File: config.mk
export PLATFORM = sky130hd
export DESIGN_NAME = peak_hold_level_meter
export DESIGN_NICKNAME = d
export VERILOG_FILES = /design/src/rtl/phlm_pkg.sv /design/src/rtl/phlm_regs.sv /design/src/rtl/phlm_ctrl.sv /design/src/rtl/phlm_datapath.sv /design/src/rtl/peak_hold_level_meter.sv
export SDC_FILE = /design/constraint.sdc
export NUM_CORES = 1
export LEC_CHECK = 0
export BUFFER_PORTS_ARGS = -buffer_cell sky130_fd_sc_hd__buf_2
export CAP_MARGIN = 10
export CORE_MARGIN = 2
export CORE_UTILIZATION = 55
export DETAILED_ROUTE_END_ITERATION = 8
export PLACE_DENSITY = 0.69
export SYNTH_ARGS = -nofsm -noshare
export SYNTH_HDL_FRONTEND = slang
export SYNTH_HIERARCHICAL = 1
export SYNTH_SLANG_ARGS = --single-unit
File: constraint.sdc
create_clock -name i_clk -period 12.2 [get_ports i_clk]
set_input_delay 1.22 -clock i_clk [delete_from_list [all_inputs] [get_ports i_clk]]
set_output_delay 1.22 -clock i_clk [all_outputs]
set_load 0.005 [all_outputs]
File: src/rtl/phlm_pkg.sv
// Shared types and constants of the peak hold level meter.
package phlm_pkg;

    localparam int LEVEL_W = 12;
    localparam int STEP_W  = 10;
    localparam int AGE_W   = 16;
    localparam int CH_W    = 6;
    localparam int KIND_W  = 3;
    localparam int REG_W   = 2;

    localparam logic [KIND_W-1:0] KIND_PEAK      = 3'd0;
    localparam logic [KIND_W-1:0] KIND_TICK      = 3'd1;
    localparam logic [KIND_W-1:0] KIND_CLEAR_CLIP = 3'd2;
    localparam logic [KIND_W-1:0] KIND_CLEAR_ALL = 3'd3;
    localparam logic [KIND_W-1:0] KIND_READ      = 3'd4;

    localparam logic [REG_W-1:0] REG_SILENCE   = 2'd0;
    localparam logic [REG_W-1:0] REG_RELEASE   = 2'd1;
    localparam logic [REG_W-1:0] REG_HOLD      = 2'd2;
    localparam logic [REG_W-1:0] REG_THRESHOLD = 2'd3;

    localparam logic signed [LEVEL_W-1:0] SILENCE_RESET   = -12'sd1920;
    localparam logic [STEP_W-1:0]         RELEASE_RESET   = 10'd16;
    localparam logic [AGE_W-1:0]          HOLD_RESET      = 16'd60;
    localparam logic signed [LEVEL_W-1:0] THRESHOLD_RESET = 12'sd0;
    localparam logic [AGE_W-1:0]          AGE_MAX         = 16'hFFFF;

    typedef enum logic [1:0] {
        ST_IDLE,
        ST_READ,
        ST_EXEC
    } t_state;

    typedef struct packed {
        logic signed [LEVEL_W-1:0] silence;
        logic [STEP_W-1:0]         release_step;
        logic [AGE_W-1:0]          hold_ticks;
        logic signed [LEVEL_W-1:0] threshold;
    } t_cfg;

    typedef struct packed {
        logic load;
        logic clear_all;
        logic rd_en;
        logic exec;
        logic next_ch;
    } t_cmd;

    typedef struct packed {
        logic is_tick;
        logic last_ch;
    } t_status;

    typedef struct packed {
        logic signed [LEVEL_W-1:0] level;
        logic signed [LEVEL_W-1:0] hold;
        logic signed [LEVEL_W-1:0] pending;
        logic [AGE_W-1:0]          age;
        logic                      clip;
    } t_entry;

endpackage

File: src/rtl/phlm_regs.sv
// Configuration register bank of the peak hold level meter.
module phlm_regs (
    input  logic                 i_clk,
    input  logic                 i_rst_n,
    input  logic                 psel,
    input  logic                 penable,
    input  logic                 pwrite,
    input  logic [3:0]           paddr,
    input  logic [31:0]          pwdata,
    output logic [31:0]          prdata,
    output logic                 pready,
    output phlm_pkg::t_cfg       o_cfg
);

    phlm_pkg::t_cfg r_cfg;
    logic           wr_en;

    assign wr_en  = psel & penable & pwrite;
    assign pready = 1'b1;
    assign o_cfg  = r_cfg;

    always_ff @(posedge i_clk) begin
        if (!i_rst_n) begin
            r_cfg.silence      <= phlm_pkg::SILENCE_RESET;
            r_cfg.release_step <= phlm_pkg::RELEASE_RESET;
            r_cfg.hold_ticks   <= phlm_pkg::HOLD_RESET;
            r_cfg.threshold    <= phlm_pkg::THRESHOLD_RESET;
        end else if (wr_en) begin
            case (paddr[3:2])
                phlm_pkg::REG_SILENCE:   r_cfg.silence      <= $signed(pwdata[11:0]);
                phlm_pkg::REG_RELEASE:   r_cfg.release_step <= pwdata[9:0];
                phlm_pkg::REG_HOLD:      r_cfg.hold_ticks   <= pwdata[15:0];
                phlm_pkg::REG_THRESHOLD: r_cfg.threshold    <= $signed(pwdata[11:0]);
                default: ;
            endcase
        end
    end

    always_comb begin
        case (paddr[3:2])
            phlm_pkg::REG_SILENCE:   prdata = 32'($signed(r_cfg.silence));
            phlm_pkg::REG_RELEASE:   prdata = {22'd0, r_cfg.release_step};
            phlm_pkg::REG_HOLD:      prdata = {16'd0, r_cfg.hold_ticks};
            phlm_pkg::REG_THRESHOLD: prdata = 32'($signed(r_cfg.threshold));
            default:                 prdata = 32'd0;
        endcase
    end

endmodule

File: src/rtl/phlm_ctrl.sv
// Controller state machine of the peak hold level meter.
module phlm_ctrl (
    input  logic                              i_clk,
    input  logic                              i_rst_n,
    input  logic                              i_start,
    input  logic [phlm_pkg::KIND_W-1:0]       i_kind,
    input  phlm_pkg::t_status                 i_status,
    output phlm_pkg::t_cmd                    o_cmd,
    output logic                              o_busy
);

    phlm_pkg::t_state r_state;
    phlm_pkg::t_state n_state;

    always_ff @(posedge i_clk) begin
        if (!i_rst_n) begin
            r_state <= phlm_pkg::ST_IDLE;
        end else begin
            r_state <= n_state;
        end
    end

    always_comb begin
        n_state = r_state;
        case (r_state)
            phlm_pkg::ST_IDLE: begin
                if (i_start) begin
                    case (i_kind)
                        phlm_pkg::KIND_PEAK,
                        phlm_pkg::KIND_TICK,
                        phlm_pkg::KIND_CLEAR_CLIP,
                        phlm_pkg::KIND_READ: n_state = phlm_pkg::ST_READ;
                        default:             n_state = phlm_pkg::ST_IDLE;
                    endcase
                end
            end
            phlm_pkg::ST_READ: n_state = phlm_pkg::ST_EXEC;
            phlm_pkg::ST_EXEC: begin
                if (i_status.is_tick && !i_status.last_ch) begin
                    n_state = phlm_pkg::ST_READ;
                end else begin
                    n_state = phlm_pkg::ST_IDLE;
                end
            end
            default: n_state = phlm_pkg::ST_IDLE;
        endcase
    end

    always_comb begin
        o_busy            = (r_state != phlm_pkg::ST_IDLE);
        o_cmd.load        = (r_state == phlm_pkg::ST_IDLE) && i_start;
        o_cmd.clear_all   = o_cmd.load && (i_kind == phlm_pkg::KIND_CLEAR_ALL);
        o_cmd.rd_en       = (r_state == phlm_pkg::ST_READ);
        o_cmd.exec        = (r_state == phlm_pkg::ST_EXEC);
        o_cmd.next_ch     = o_cmd.exec && i_status.is_tick && !i_status.last_ch;
    end

    a_read_then_exec: assert property (@(posedge i_clk) disable iff (!i_rst_n)
        (r_state == phlm_pkg::ST_READ) |=> (r_state == phlm_pkg::ST_EXEC))
        else $error("read cycle not followed by execute");

    a_clear_stays_idle: assert property (@(posedge i_clk) disable iff (!i_rst_n)
        o_cmd.clear_all |=> (r_state == phlm_pkg::ST_IDLE))
        else $error("clear all left the idle state");

    a_walk_continues: assert property (@(posedge i_clk) disable iff (!i_rst_n)
        o_cmd.next_ch |=> (r_state == phlm_pkg::ST_READ))
        else $error("tick walk stopped early");

endmodule

File: src/rtl/phlm_datapath.sv
// Channel memory, tick arithmetic and result registers of the peak hold level meter.
module phlm_datapath #(
    parameter int CHANNELS = 16
) (
    input  logic                                    i_clk,
    input  logic                                    i_rst_n,
    input  phlm_pkg::t_cmd                          i_cmd,
    input  phlm_pkg::t_cfg                          i_cfg,
    input  logic [phlm_pkg::KIND_W-1:0]             i_kind,
    input  logic [phlm_pkg::CH_W-1:0]               i_channel,
    input  logic signed [phlm_pkg::LEVEL_W-1:0]     i_peak_level,
    output phlm_pkg::t_status                       o_status,
    output logic                                    o_strobe,
    output logic [phlm_pkg::CH_W-1:0]               o_out_channel,
    output logic signed [phlm_pkg::LEVEL_W-1:0]     o_level,
    output logic signed [phlm_pkg::LEVEL_W-1:0]     o_held_peak,
    output logic                                    o_clip_flag,
    output logic                                    o_last
);

    localparam int AW = (CHANNELS > 1) ? $clog2(CHANNELS) : 1;
    localparam logic [AW-1:0] LAST_CH = AW'(CHANNELS - 1);

    phlm_pkg::t_entry r_mem [0:CHANNELS-1];

    logic [phlm_pkg::KIND_W-1:0]            r_kind;
    logic [phlm_pkg::CH_W-1:0]              r_channel;
    logic signed [phlm_pkg::LEVEL_W-1:0]    r_peak;
    logic                                   r_ch_ok;
    logic [AW-1:0]                          r_ch_cnt;
    logic [CHANNELS-1:0]                    r_valid;
    logic signed [phlm_pkg::LEVEL_W-1:0]    r_clr_sil;
    phlm_pkg::t_entry                       r_rd_data;
    logic                                   r_rd_valid;

    logic                                   r_strobe;
    logic [phlm_pkg::CH_W-1:0]              r_out_channel;
    logic signed [phlm_pkg::LEVEL_W-1:0]    r_level;
    logic signed [phlm_pkg::LEVEL_W-1:0]    r_held_peak;
    logic                                   r_clip_flag;
    logic                                   r_last;

    logic [AW-1:0]                          addr;
    phlm_pkg::t_entry                       cur;
    phlm_pkg::t_entry                       upd;
    logic                                   is_tick;
    logic                                   is_read;
    logic                                   wr_en;
    logic signed [phlm_pkg::LEVEL_W:0]      dec;
    logic signed [phlm_pkg::LEVEL_W:0]      sil_x;
    logic [phlm_pkg::AGE_W-1:0]             age_inc;
    logic signed [phlm_pkg::LEVEL_W-1:0]    tick_level;

    assign is_tick = (r_kind == phlm_pkg::KIND_TICK);
    assign is_read = (r_kind == phlm_pkg::KIND_READ);
    assign addr    = is_tick ? r_ch_cnt : r_channel[AW-1:0];

    assign o_status.is_tick = is_tick;
    assign o_status.last_ch = (r_ch_cnt == LAST_CH);

    // An entry not written since the last clear reads as that clear left it.
    always_comb begin
        if (r_rd_valid) begin
            cur = r_rd_data;
        end else begin
            cur.level   = r_clr_sil;
            cur.hold    = r_clr_sil;
            cur.pending = r_clr_sil;
            cur.age     = '0;
            cur.clip    = 1'b0;
        end
    end

    always_comb begin
        dec     = $signed({cur.level[phlm_pkg::LEVEL_W-1], cur.level})
                  - $signed({3'b000, i_cfg.release_step});
        sil_x   = $signed({i_cfg.silence[phlm_pkg::LEVEL_W-1], i_cfg.silence});
        age_inc = (cur.age != phlm_pkg::AGE_MAX) ? cur.age + 16'd1 : cur.age;
        if (cur.pending > cur.level) begin
            tick_level = cur.pending;
        end else if (dec > sil_x) begin
            tick_level = dec[phlm_pkg::LEVEL_W-1:0];
        end else begin
            tick_level = i_cfg.silence;
        end

        upd   = cur;
        wr_en = 1'b0;
        case (r_kind)
            phlm_pkg::KIND_PEAK: begin
                wr_en = r_ch_ok;
                if (r_peak > cur.pending) begin
                    upd.pending = r_peak;
                end
            end
            phlm_pkg::KIND_CLEAR_CLIP: begin
                wr_en    = r_ch_ok;
                upd.clip = 1'b0;
            end
            phlm_pkg::KIND_TICK: begin
                wr_en     = 1'b1;
                upd.level = tick_level;
                if (cur.pending >= cur.hold) begin
                    upd.hold = cur.pending;
                    upd.age  = '0;
                end else begin
                    upd.age = age_inc;
                    if (age_inc > i_cfg.hold_ticks) begin
                        upd.hold = tick_level;
                    end
                end
                if (cur.pending >= i_cfg.threshold) begin
                    upd.clip = 1'b1;
                end
                upd.pending = i_cfg.silence;
            end
            default: wr_en = 1'b0;
        endcase
    end

    always_ff @(posedge i_clk) begin
        if (i_cmd.rd_en) begin
            r_rd_data <= r_mem[addr];
        end
        if (i_cmd.exec && wr_en) begin
            r_mem[addr] <= upd;
        end
    end

    always_ff @(posedge i_clk) begin
        if (i_cmd.load) begin
            r_kind    <= i_kind;
            r_channel <= i_channel;
            r_peak    <= i_peak_level;
            r_ch_ok   <= ({1'b0, i_channel} < 7'(CHANNELS));
        end
    end

    always_ff @(posedge i_clk) begin
        if (!i_rst_n) begin
            r_ch_cnt   <= '0;
            r_valid    <= '0;
            r_clr_sil  <= phlm_pkg::SILENCE_RESET;
            r_rd_valid <= 1'b0;
            r_strobe   <= 1'b0;
        end else begin
            if (i_cmd.load) begin
                r_ch_cnt <= '0;
            end else if (i_cmd.next_ch) begin
                r_ch_cnt <= r_ch_cnt + 1'b1;
            end
            if (i_cmd.clear_all) begin
                r_valid   <= '0;
                r_clr_sil <= i_cfg.silence;
            end else if (i_cmd.exec && wr_en) begin
                r_valid[addr] <= 1'b1;
            end
            if (i_cmd.rd_en) begin
                r_rd_valid <= r_valid[addr];
            end
            r_strobe <= i_cmd.exec && (is_tick || is_read);
        end
    end

    always_ff @(posedge i_clk) begin
        if (i_cmd.exec) begin
            if (is_tick) begin
                r_out_channel <= phlm_pkg::CH_W'(r_ch_cnt);
                r_level       <= upd.level;
                r_held_peak   <= upd.hold;
                r_clip_flag   <= upd.clip;
                r_last        <= (r_ch_cnt == LAST_CH);
            end else if (r_ch_ok) begin
                r_out_channel <= r_channel;
                r_level       <= cur.level;
                r_held_peak   <= cur.hold;
                r_clip_flag   <= cur.clip;
                r_last        <= 1'b1;
            end else begin
                r_out_channel <= r_channel;
                r_level       <= i_cfg.silence;
                r_held_peak   <= i_cfg.silence;
                r_clip_flag   <= 1'b0;
                r_last        <= 1'b1;
            end
        end
    end

    assign o_strobe      = r_strobe;
    assign o_out_channel = r_out_channel;
    assign o_level       = r_level;
    assign o_held_peak   = r_held_peak;
    assign o_clip_flag   = r_clip_flag;
    assign o_last        = r_last;

    a_strobe_from_exec: assert property (@(posedge i_clk) disable iff (!i_rst_n)
        r_strobe |-> $past(i_cmd.exec))
        else $error("result strobe without an execute cycle");

    a_last_ends_run: assert property (@(posedge i_clk) disable iff (!i_rst_n)
        (r_strobe && r_last) |=> !r_strobe)
        else $error("result follows the final result of a run");

    a_count_in_range: assert property (@(posedge i_clk) disable iff (!i_rst_n)
        ({1'b0, r_ch_cnt} < (AW + 1)'(CHANNELS)))
        else $error("channel counter beyond the last channel");

endmodule

File: src/rtl/peak_hold_level_meter.sv
// Top level of the multi-channel peak hold level meter.
//
// Requests enter on start with kind, channel and peak level, and are taken
// when start is high and busy is low. A peak request, a clip clear and a
// read each keep the block busy through a read and an execute state; a read
// gives its result in the cycle after its execute state. A tick walks every
// channel through a read and an execute state each, stays busy throughout
// and gives one result per channel, the last marked by o_last. A clear-all
// request never leaves idle, and undefined kinds are dropped. The rate is
// set by the single-port channel memory: each channel update is a read
// followed by a write of the entry. Results appear for one cycle with
// o_strobe high; the receiver cannot stall them. The APB port sets silence
// level, release step, hold ticks and clip threshold; the user must write
// it only while the block is idle, which the block itself does not enforce.
// After reset every channel sits at the silence level with zero hold age
// and no clip; valid bits make this immediate, with no clearing pass.
module peak_hold_level_meter #(
    parameter int CHANNELS = 16
) (
    input  logic                                i_clk,
    input  logic                                i_rst_n,
    input  logic                                start,
    output logic                                busy,
    input  logic [phlm_pkg::KIND_W-1:0]         i_kind,
    input  logic [phlm_pkg::CH_W-1:0]           i_channel,
    input  logic signed [phlm_pkg::LEVEL_W-1:0] i_peak_level,
    output logic                                o_strobe,
    output logic [phlm_pkg::CH_W-1:0]           o_out_channel,
    output logic signed [phlm_pkg::LEVEL_W-1:0] o_level,
    output logic signed [phlm_pkg::LEVEL_W-1:0] o_held_peak,
    output logic                                o_clip_flag,
    output logic                                o_last,
    input  logic                                psel,
    input  logic                                penable,
    input  logic                                pwrite,
    input  logic [3:0]                          paddr,
    input  logic [31:0]                         pwdata,
    output logic [31:0]                         prdata,
    output logic                                pready
);

    phlm_pkg::t_cfg    cfg;
    phlm_pkg::t_cmd    cmd;
    phlm_pkg::t_status status;

    phlm_regs u_regs (
        .i_clk   (i_clk),
        .i_rst_n (i_rst_n),
        .psel    (psel),
        .penable (penable),
        .pwrite  (pwrite),
        .paddr   (paddr),
        .pwdata  (pwdata),
        .prdata  (prdata),
        .pready  (pready),
        .o_cfg   (cfg)
    );

    phlm_ctrl u_ctrl (
        .i_clk    (i_clk),
        .i_rst_n  (i_rst_n),
        .i_start  (start),
        .i_kind   (i_kind),
        .i_status (status),
        .o_cmd    (cmd),
        .o_busy   (busy)
    );

    phlm_datapath #(
        .CHANNELS (CHANNELS)
    ) u_datapath (
        .i_clk         (i_clk),
        .i_rst_n       (i_rst_n),
        .i_cmd         (cmd),
        .i_cfg         (cfg),
        .i_kind        (i_kind),
        .i_channel     (i_channel),
        .i_peak_level  (i_peak_level),
        .o_status      (status),
        .o_strobe      (o_strobe),
        .o_out_channel (o_out_channel),
        .o_level       (o_level),
        .o_held_peak   (o_held_peak),
        .o_clip_flag   (o_clip_flag),
        .o_last        (o_last)
    );

endmodule

Yosys cells after proc, flatten, opt, wreduce, memory -nomap -nowiden
Memory sizes are Yosys's and may differ from the RTL's. A register that Yosys moved wholly into a read port is not among the register bits.
Index checks and enable logic that the tools add are counted.
Widths: inputs -> output; s select.
{"block": "word_totals", "wordCells": 108, "register_bits": 140, "mem_count": 1, "out_inout_bits": 67, "ramBits": 848}
{"memory": "u_datapath.r_mem", "depth": 16, "width": 53, "read_ports": 1, "rd_ports_with_merged_regs": 1, "write_ports": 1, "line_no": "phlm_datapath.sv:24", "source": "phlm_pkg::t_entry r_mem [0:CHANNELS-1];"}
{"block": "classes", "n_eq_ne": 15, "n_bitwise": 4, "muxes": 33, "reduce_logical": 23, "addsub": 3, "n_lt_le_gt_ge": 9}
{"op": "$pmux 32 s4", "count": 1}
{"op": "$mux 12", "count": 9}
{"op": "$mux 53", "count": 1}
{"op": "$mux 16", "count": 3}
{"op": "$ge 12x12->1", "count": 2}
{"op": "$gt 12x12->1", "count": 2}
{"op": "$mux 24", "count": 1}
{"op": "$pmux 12 s2", "count": 1}
{"op": "$add 16x1->16 const B", "count": 1}
{"op": "$gt 16x16->1", "count": 1}
{"op": "$ne 16x16->1 const B", "count": 1}
{"op": "$or 16x16->16", "count": 1}
{"op": "$gt 13x12->1", "count": 1}
{"op": "$sub 12x11->13", "count": 1}
{"op": "$eq 3x2->1 const B", "count": 3}
{"op": "$mux 1", "count": 9}
{"op": "$logic_and 1x1->1", "count": 8}
{"op": "$mux 4", "count": 2}
{"op": "$reduce_and 2->1", "count": 4}
{"op": "$eq 2x2->1 const B", "count": 3}
{"op": "$eq 3x1->1 const B", "count": 2}
{"op": "$eq 3x3->1 const B", "count": 2}
{"op": "$logic_not 3->1", "count": 2}
{"op": "$lt 6x5->1 const B", "count": 1}
{"op": "other kinds (19)", "count": 25}

Depth between registers and ports, before layout
Gate-level depths: netlist of the first run.
{"block": "logic_depth", "depth_word": 9, "ltp_mapped": 23, "mapped_depth_nobuf": 19}

Modules after synthesis
Netlist of the first run, hierarchy kept.
{"module": "phlm_datapath", "area_each_um2": 43083.8, "instances": 1, "cells_per_inst": 3590, "seq_area_each_um2": 29358.2}
{"module": "phlm_regs", "area_each_um2": 2399.8, "instances": 1, "cells_per_inst": 236, "seq_area_each_um2": 1001.0}
{"module": "phlm_ctrl", "area_each_um2": 132.6, "instances": 1, "cells_per_inst": 16, "seq_area_each_um2": 40.0}

Worst setup path before layout of the first run
Ideal clock, no wire load.
{"block": "synth_path", "path_kind": "register -> register", "start": "register u_datapath.r_rd_valid", "end": "memory u_datapath/r_mem[0][34] (netlist bit) (data pin)", "n_path_buf": 5, "required_time_ns": 11.859, "setup_slack_ns": 6.723, "stages_incl_launch_ff": 24, "t_arrival_ns": 5.136, "period_less_slack_ns": 5.477, "path_cell_list": "dfxtp_1 > buf_2 > clkbuf_1 > clkbuf_1 > a21oi_1 > ha_1 > inv_1 > fa_1 > a211oi_1 > o211a_1 > or2_2 > nor2b_1 > o21ai_0 > a21bo_2 > ha_1 > nand4_1 > nor3_1 > nor3_2 > nand4_1 > buf_2 > buf_2 > nand3_1 > and3_1 > o31ai_1"}
{"element": "start: declaration", "line_no": "phlm_datapath.sv:34", "source": "logic r_rd_valid;"}
{"element": "start signal: assignment", "line_no": "phlm_datapath.sv:159", "source": "r_rd_valid <= r_valid[addr];"}
{"element": "end: declaration", "line_no": "phlm_datapath.sv:24"}

==> results.sh, run 1 <==
export IMPL_status="completed"
export IMPL_wire_per_inst_um=24.89
export IMPL_place_area_um2=47150
export IMPL_cts_reportedPaths_clkPinSlew_ns=0.06
export IMPL_critical_path_arrival_ns=7.48
export IMPL_drcViolationCount=0
export IMPL_cellLeakagePower_nw=18.25
export IMPL_ys_async_sr_fraction=0
export IMPL_critical_path_max_fanout=49
export IMPL_max_freq_mhz=138.9
export IMPL_worstMarginPinSlew_ns=1.343
export IMPL_synthFlopType="edfxtp_1"
export IMPL_ioPinCount=130
export IMPL_crit_type="register to register"
export IMPL_core_area_um2=82110
export IMPL_cts_htree_levels=3
export IMPL_clockBufferDepth=3
export IMPL_portBuffers=110
export IMPL_synthCells=3842
export IMPL_ant_nets=0
export IMPL_hold_slack_ns=0.4648
export IMPL_instances_no_fill=5038
export IMPL_place_ws_ns=5.181
export IMPL_min_period_ns=7.201
export IMPL_die_x_um=292.0
export IMPL_power_share_combinational=0.103
export IMPL_tritoncts="built"
export IMPL_row_count=105
export IMPL_fin_skew_ns=0.03675
export IMPL_final_hold_violation_count=0
export IMPL_layout_nets=4039
export IMPL_finalSetupTns_ns=0
export IMPL_grt_overflow_total=0
export IMPL_root_buffer="clkbuf_16"
export IMPL_clock_latency_ns=0.67
export IMPL_vdd_drop_max_mv=0.1285
export IMPL_syn_to_final_growth_pct=10.55
export IMPL_synthTopCellsByArea="edfxtp_1 63%, nand2_1 8.2%, nand3_1 5.0%"
export IMPL_p_per_area_nw_per_um2=155.5
export IMPL_synth_top_cell_area_share=0.6287
export IMPL_start_util=0.5556
export IMPL_timing_final_crit_share=0.5902
export IMPL_grt_pass1_wl_mm=184.9
export IMPL_die_area_um2=85260
export IMPL_ys_ff_latch=1041
export IMPL_synth_distinct_cells=87
export IMPL_synth_top_area_cell="edfxtp_1"
export IMPL_rsz0062_at_grt="no"
export IMPL_dr_pass1_iters=6
export IMPL_placed_cells=4845
export IMPL_drv_cap=0
export IMPL_drt_iter0_markers=3882
export IMPL_p_sw_mw=1.929
export IMPL_yosysSeqAreaShare=0.6664
export IMPL_grt_pass1_vias=29214
export IMPL_num_vias=31253
export IMPL_place_congestion=0.9810
export IMPL_power_frac_clock=0.391
export IMPL_end_kind="register"
export IMPL_antenna_cells=0
export IMPL_dp_hpwl_mm=70.89
export IMPL_syn_avg_cell_area_um2=11.87
export IMPL_cts_buffers=104
export IMPL_slew_violations=0
export IMPL_ys_warn_count=6
export IMPL_synth_edf_count=955
export IMPL_yosys_top_cells_count="1001 x nand2_1, 955 x edfxtp_1, 453 x nand3_1"
export IMPL_startpoint_type="register"
export IMPL_required_ns=12.48
export IMPL_post_cts_resized=0
export IMPL_postCtsSetupBuffers=0
export IMPL_grt_usage=0.2895
export IMPL_yosysMostFrequentCell="nand2_1"
export IMPL_vias_per_cell=6.203
export IMPL_fin_ws_ns=4.999
export IMPL_cellInternalPower_mw=5.915
export IMPL_design_area_um2=50430
export IMPL_syn_nets=3995
export IMPL_slew_headroom=0.1045
export IMPL_wl_mm=125.4
export IMPL_antenna_found_initial=1
export IMPL_hp_class="register to register"
export IMPL_p_sw_frac=0.2459
export IMPL_power_frac_seq=0.506
export IMPL_synthesis_area_um2=45620
export IMPL_grt_max_degree=166
export IMPL_clock_sinks=1041
export IMPL_final_util=0.6142
export IMPL_drive_above_1_share=0.1046
export IMPL_setup_viol=0
export IMPL_die_h_um=292.0
export IMPL_cts_hold_buf=0
export IMPL_total_power_mw=7.844
## flip-flops by register name, indices dropped and copies added, names as in the netlist
signal and count:
u_datapath/r_mem 848, u_datapath/r_rd_data 53, u_regs/o_cfg 50, u_datapath/r_valid 16, u_datapath/o_held_peak 12, u_datapath/o_level 12, u_datapath/r_clr_sil 12, u_datapath/r_peak 12
u_datapath/o_out_channel 6, u_datapath/r_channel 6, u_datapath/r_ch_cnt 4, u_datapath/r_kind 3, u_ctrl/r_state 2, u_datapath/o_clip_flag 1, u_datapath/o_last 1, u_datapath/o_strobe 1
u_datapath/r_ch_ok 1, u_datapath/r_rd_valid 1
## worst max-delay path, cell delays in order (launching register included)
cell and delay [ns]:
dfxtp_2 0.67, buf_4 0.59, nor2b_1 0.16, a21oi_1 0.39, inv_1 0.14, ha_1 0.38, a21boi_0 0.33, o21ai_0 0.16
o221ai_1 0.22, xor2_1 0.39, ha_1 0.33, nand4_1 0.23, nor3_1 0.11, nor3_2 0.34, nand4_1 0.67, a21oi_1 0.62
nor3_1 0.15, o22ai_1 0.94
## logic make-up (layout without fill, tap and decap cells)
logic type | count (synthesis) | in the layout | synth area share
AO/OA/AOI/OAI | 487 | 487 | 0.07672
XOR/XNOR | 25 | 25 | 0.004800
adder cells (fa/ha/maj) | 90 | 90 | 0.02485
buffers and inverters | 353 | 479 | 0.03475
flip-flops | 1041 | 1041 | 0.6664
multiplexers | 85 | 85 | 0.02150
other | 1 | 1 | 0.00008221
AND/OR/NAND/NOR | 1760 | 1760 | 0.1709
## layout make-up
class | instances | area [um2]
clock inverter | 56 | 501.7
timing repair buffer | 196 | 1259
sequential | 1041 | 30400
tap | 1070 | 1339
clock buffer | 132 | 2739
inverter | 95 | 371.6
fill | 6216 | 31680
multi-input combinational | 2448 | 13820
## power by group through the flow
stage | Sequential, mW | Combinational, mW | Clock [mW]
global placement | 4.04 | 0.779 | 0
global route | 3.97 | 0.875 | 3.24
floorplan | 4.03 | 0.546 | 0
detailed placement | 4.04 | 0.791 | 0
CTS | 3.97 | 0.794 | 3.10
finish | 3.97 | 0.811 | 3.07
## cells in the final DEF (no fill, tap or decap), types with 26 or more instances in the layout
| cell | instances |
|---|---|
| mux2i_1 | 67 |
| nor3_1 | 34 |
| ha_1 | 89 |
| edfxtp_1 | 955 |
| o21a_1 | 27 |
| o21ai_0 | 60 |
| clkbuf_1 | 26 |
| and3_1 | 79 |
| a21oi_1 | 78 |
| nand2_1 | 1001 |
| nor2b_1 | 38 |
| a311oi_1 | 113 |
| nor2_1 | 61 |
| a21o_1 | 28 |
| clkbuf_16 | 105 |
| a31oi_1 | 61 |
| inv_1 | 91 |
| buf_4 | 81 |
| nand3_1 | 453 |
| buf_2 | 110 |
| dfxtp_1 | 85 |
## per-layer routing
layer  share of wire  vias to the layer above  global-route usage
met5               0                        -                   0
met4           0.039                        0              0.1168
met3           0.094                      256             0.04019
met2            0.47                     1546              0.4621
met1            0.40                    15291              0.4040
li1                -                    14160                   -
## path summary, 6_finish.rpt
path	from	endpoint	slack [ns]	depth (start not counted)
max reg2reg	u_datapath/r_rd_valid	u_datapath/r_mem[11][47]	5.00	17
max	u_datapath/r_rd_valid	u_datapath/r_mem[11][47]	5.00	17
min reg2reg	u_datapath/r_valid[4]	u_datapath/r_valid[4]	0.46	1
min	u_datapath/r_valid[4]	u_datapath/r_valid[4]	0.46	1
No activity file was read; power rests on OpenSTA's default activity.
==> run 2: changes to the inputs <==
Clock period 12.2 ns to 7.3 ns, I/O delays scaled along.
==> run 2 against run 1 <==
Against the previous run:
- register-to-register slack lost 3.7 ns
- final cell count grew 0.38%
- first-iteration DRC count grew 6.4%
- largest power group unchanged
==> results.sh, run 2 (synthesized netlist as in run 1, its figures left out) <==
export IMPL_vdd_drop_max_mv=0.1991
export IMPL_status="completed"
export IMPL_slew_headroom=0.1683
export IMPL_tritoncts="built"
export IMPL_top_register="u_datapath/r_mem"
export IMPL_largest_reg_flops=848
export IMPL_cts_reportedPaths_clkPinSlew_ns=0.06
export IMPL_cts_hold_buf=0
export IMPL_drive_above_1_share=0.1066
export IMPL_fin_skew_ns=0.05032
export IMPL_required_ns=7.65
export IMPL_grt_overflow_total=0
export IMPL_dp_hpwl_mm=72.73
export IMPL_cts_buffers=104
export IMPL_timing_final_crit_share=0.8259
export IMPL_grt_max_degree=172
export IMPL_place_congestion=0.9734
export IMPL_end_kind="register"
export IMPL_grt_busiest_layer="met2"
export IMPL_hp_class="primary input to register"
export IMPL_wire_per_inst_um=24.68
export IMPL_finalSetupTns_ns=0
export IMPL_rsz0062_at_grt="no"
export IMPL_min_period_ns=6.029
export IMPL_setup_viol=0
export IMPL_start_util=0.5556
export IMPL_cts_htree_levels=3
export IMPL_post_cts_resized=0
export IMPL_antenna_cells=0
export IMPL_dr_pass1_iters=6
export IMPL_crit_type="register to register"
export IMPL_startpoint_type="register"
export IMPL_die_h_um=292.0
export IMPL_final_hold_violation_count=0
export IMPL_antenna_found_initial=2
export IMPL_worstMarginPinSlew_ns=1.245
export IMPL_wl_mm=124.8
export IMPL_final_cell_mix="1001 x nand2_1, 955 x edfxtp_1, 453 x nand3_1"
export IMPL_grt_pass1_vias=29517
export IMPL_postCtsSetupBuffers=0
export IMPL_grt_util_met3=0.04605
export IMPL_fillers=6273
export IMPL_die_area_um2=85260
export IMPL_multi_input_area_um2=13830
export IMPL_slew_violations=0
export IMPL_clock_sinks=1041
export IMPL_grt_usage=0.2905
export IMPL_clockBufferDepth=3
export IMPL_root_buffer="clkbuf_16"
export IMPL_max_freq_mhz=165.9
export IMPL_critical_path_max_fanout=34
export IMPL_drcViolationCount=0
export IMPL_num_vias=31252
export IMPL_final_seq_area_um2=30400
export IMPL_ioPinCount=130
export IMPL_drt_iter0_markers=4130
export IMPL_p_per_area_nw_per_um2=258.3
export IMPL_globalRouteMet2Util=0.4651
export IMPL_die_x_um=292.0
export IMPL_cellLeakagePower_nw=18.36
export IMPL_drv_cap=0
export IMPL_final_common_cell="nand2_1"
export IMPL_syn_to_final_growth_pct=11.22
export IMPL_layout_nets=4054
export IMPL_portBuffers=110
export IMPL_vias_per_cell=6.180
export IMPL_ant_nets=0
export IMPL_hold_slack_ns=0.2341
export IMPL_grt_util_met1=0.4045
export IMPL_clock_latency_ns=0.68
export IMPL_core_area_um2=82110
export IMPL_row_count=105
export IMPL_grt_pass1_wl_mm=185.8
export IMPL_critical_path_arrival_ns=6.38
[run 2: cell types whose count changed in the layout (fill, tap and decap cells not counted), sizes merged]
cell	before	now
buf	196	211
clkinv	40	50
inv	101	97
clkbuf	132	130
[run 2: power by group]
group | switching, mW | total, mW | internal (mW)
Sequential | 0.0367 | 6.63 | 6.59
Combinational | 0.967 | 1.37 | 0.405
Clock | 2.22 | 5.10 | 2.88
[run 2: path summary, 6_finish.rpt]
path / start / end / slack (ns) / depth (start not counted)
max: u_datapath/r_rd_valid / u_datapath/r_mem[6][48] / 1.27 / 18
min: i_peak_level[1] / u_datapath/r_peak[1] / 0.23 / 1
max reg2reg: u_datapath/r_rd_valid / u_datapath/r_mem[6][48] / 1.27 / 18
min reg2reg: u_datapath/r_valid[14] / u_datapath/r_valid[14] / 0.47 / 1
[run 2: metrics by stage]
stage | power, mW | area (um2) | worst slack [ns] | util | std cells
3_3_place_gp | 8.077 | 47440 | 1.051 | 0.5777 | 4862
6_report | 13.11 | 50730 | 1.271 | 0.6179 | 5057
3_5_place_dp | 8.095 | 47440 | 0.9624 | 0.5777 | 4862
5_1_grt | 13.52 | 50730 | 0.8140 | 0.6179 | 5057
4_1_cts | 13.14 | 50700 | 0.8928 | 0.6175 | 5054
2_1_floorplan | 7.644 | 45620 | 1.823 | - | 3842
[run 2: layout make-up]
class | instances | area share
repair buffers | 211 | 0.03024
clock buffers | 130 | 0.05342
multi-input cells | 2448 | 0.2725
clock inverters | 62 | 0.01090
flip-flops and latches | 1041 | 0.5992
inverters | 95 | 0.007324
well taps | 1070 | 0.02639
[run 2: worst max-delay path, cell delays in order (launching register included)]
cell      delay (ns)
dfxtp_2         0.75
nor2b_1         0.27
a21oi_1         0.40
inv_1           0.08
ha_1            0.37
o211ai_1        0.10
a21oi_1         0.34
o21ai_0         0.17
o221ai_1        0.27
xor2_1          0.39
ha_1            0.33
nand4_1         0.23
nor3_1          0.11
nor3_2          0.35
nand4_1         0.22
buf_4           0.25
and3_1          0.25
or3_1           0.40
a31o_2          0.39
[run 2: metal layers]
layer | part of all wire | vias to the layer above
met4 | 0.036 | 2
met2 | 0.47 | 1531
met1 | 0.40 | 15275
li1 | - | 14193
met3 | 0.095 | 251
met5 | 0.000096 | -
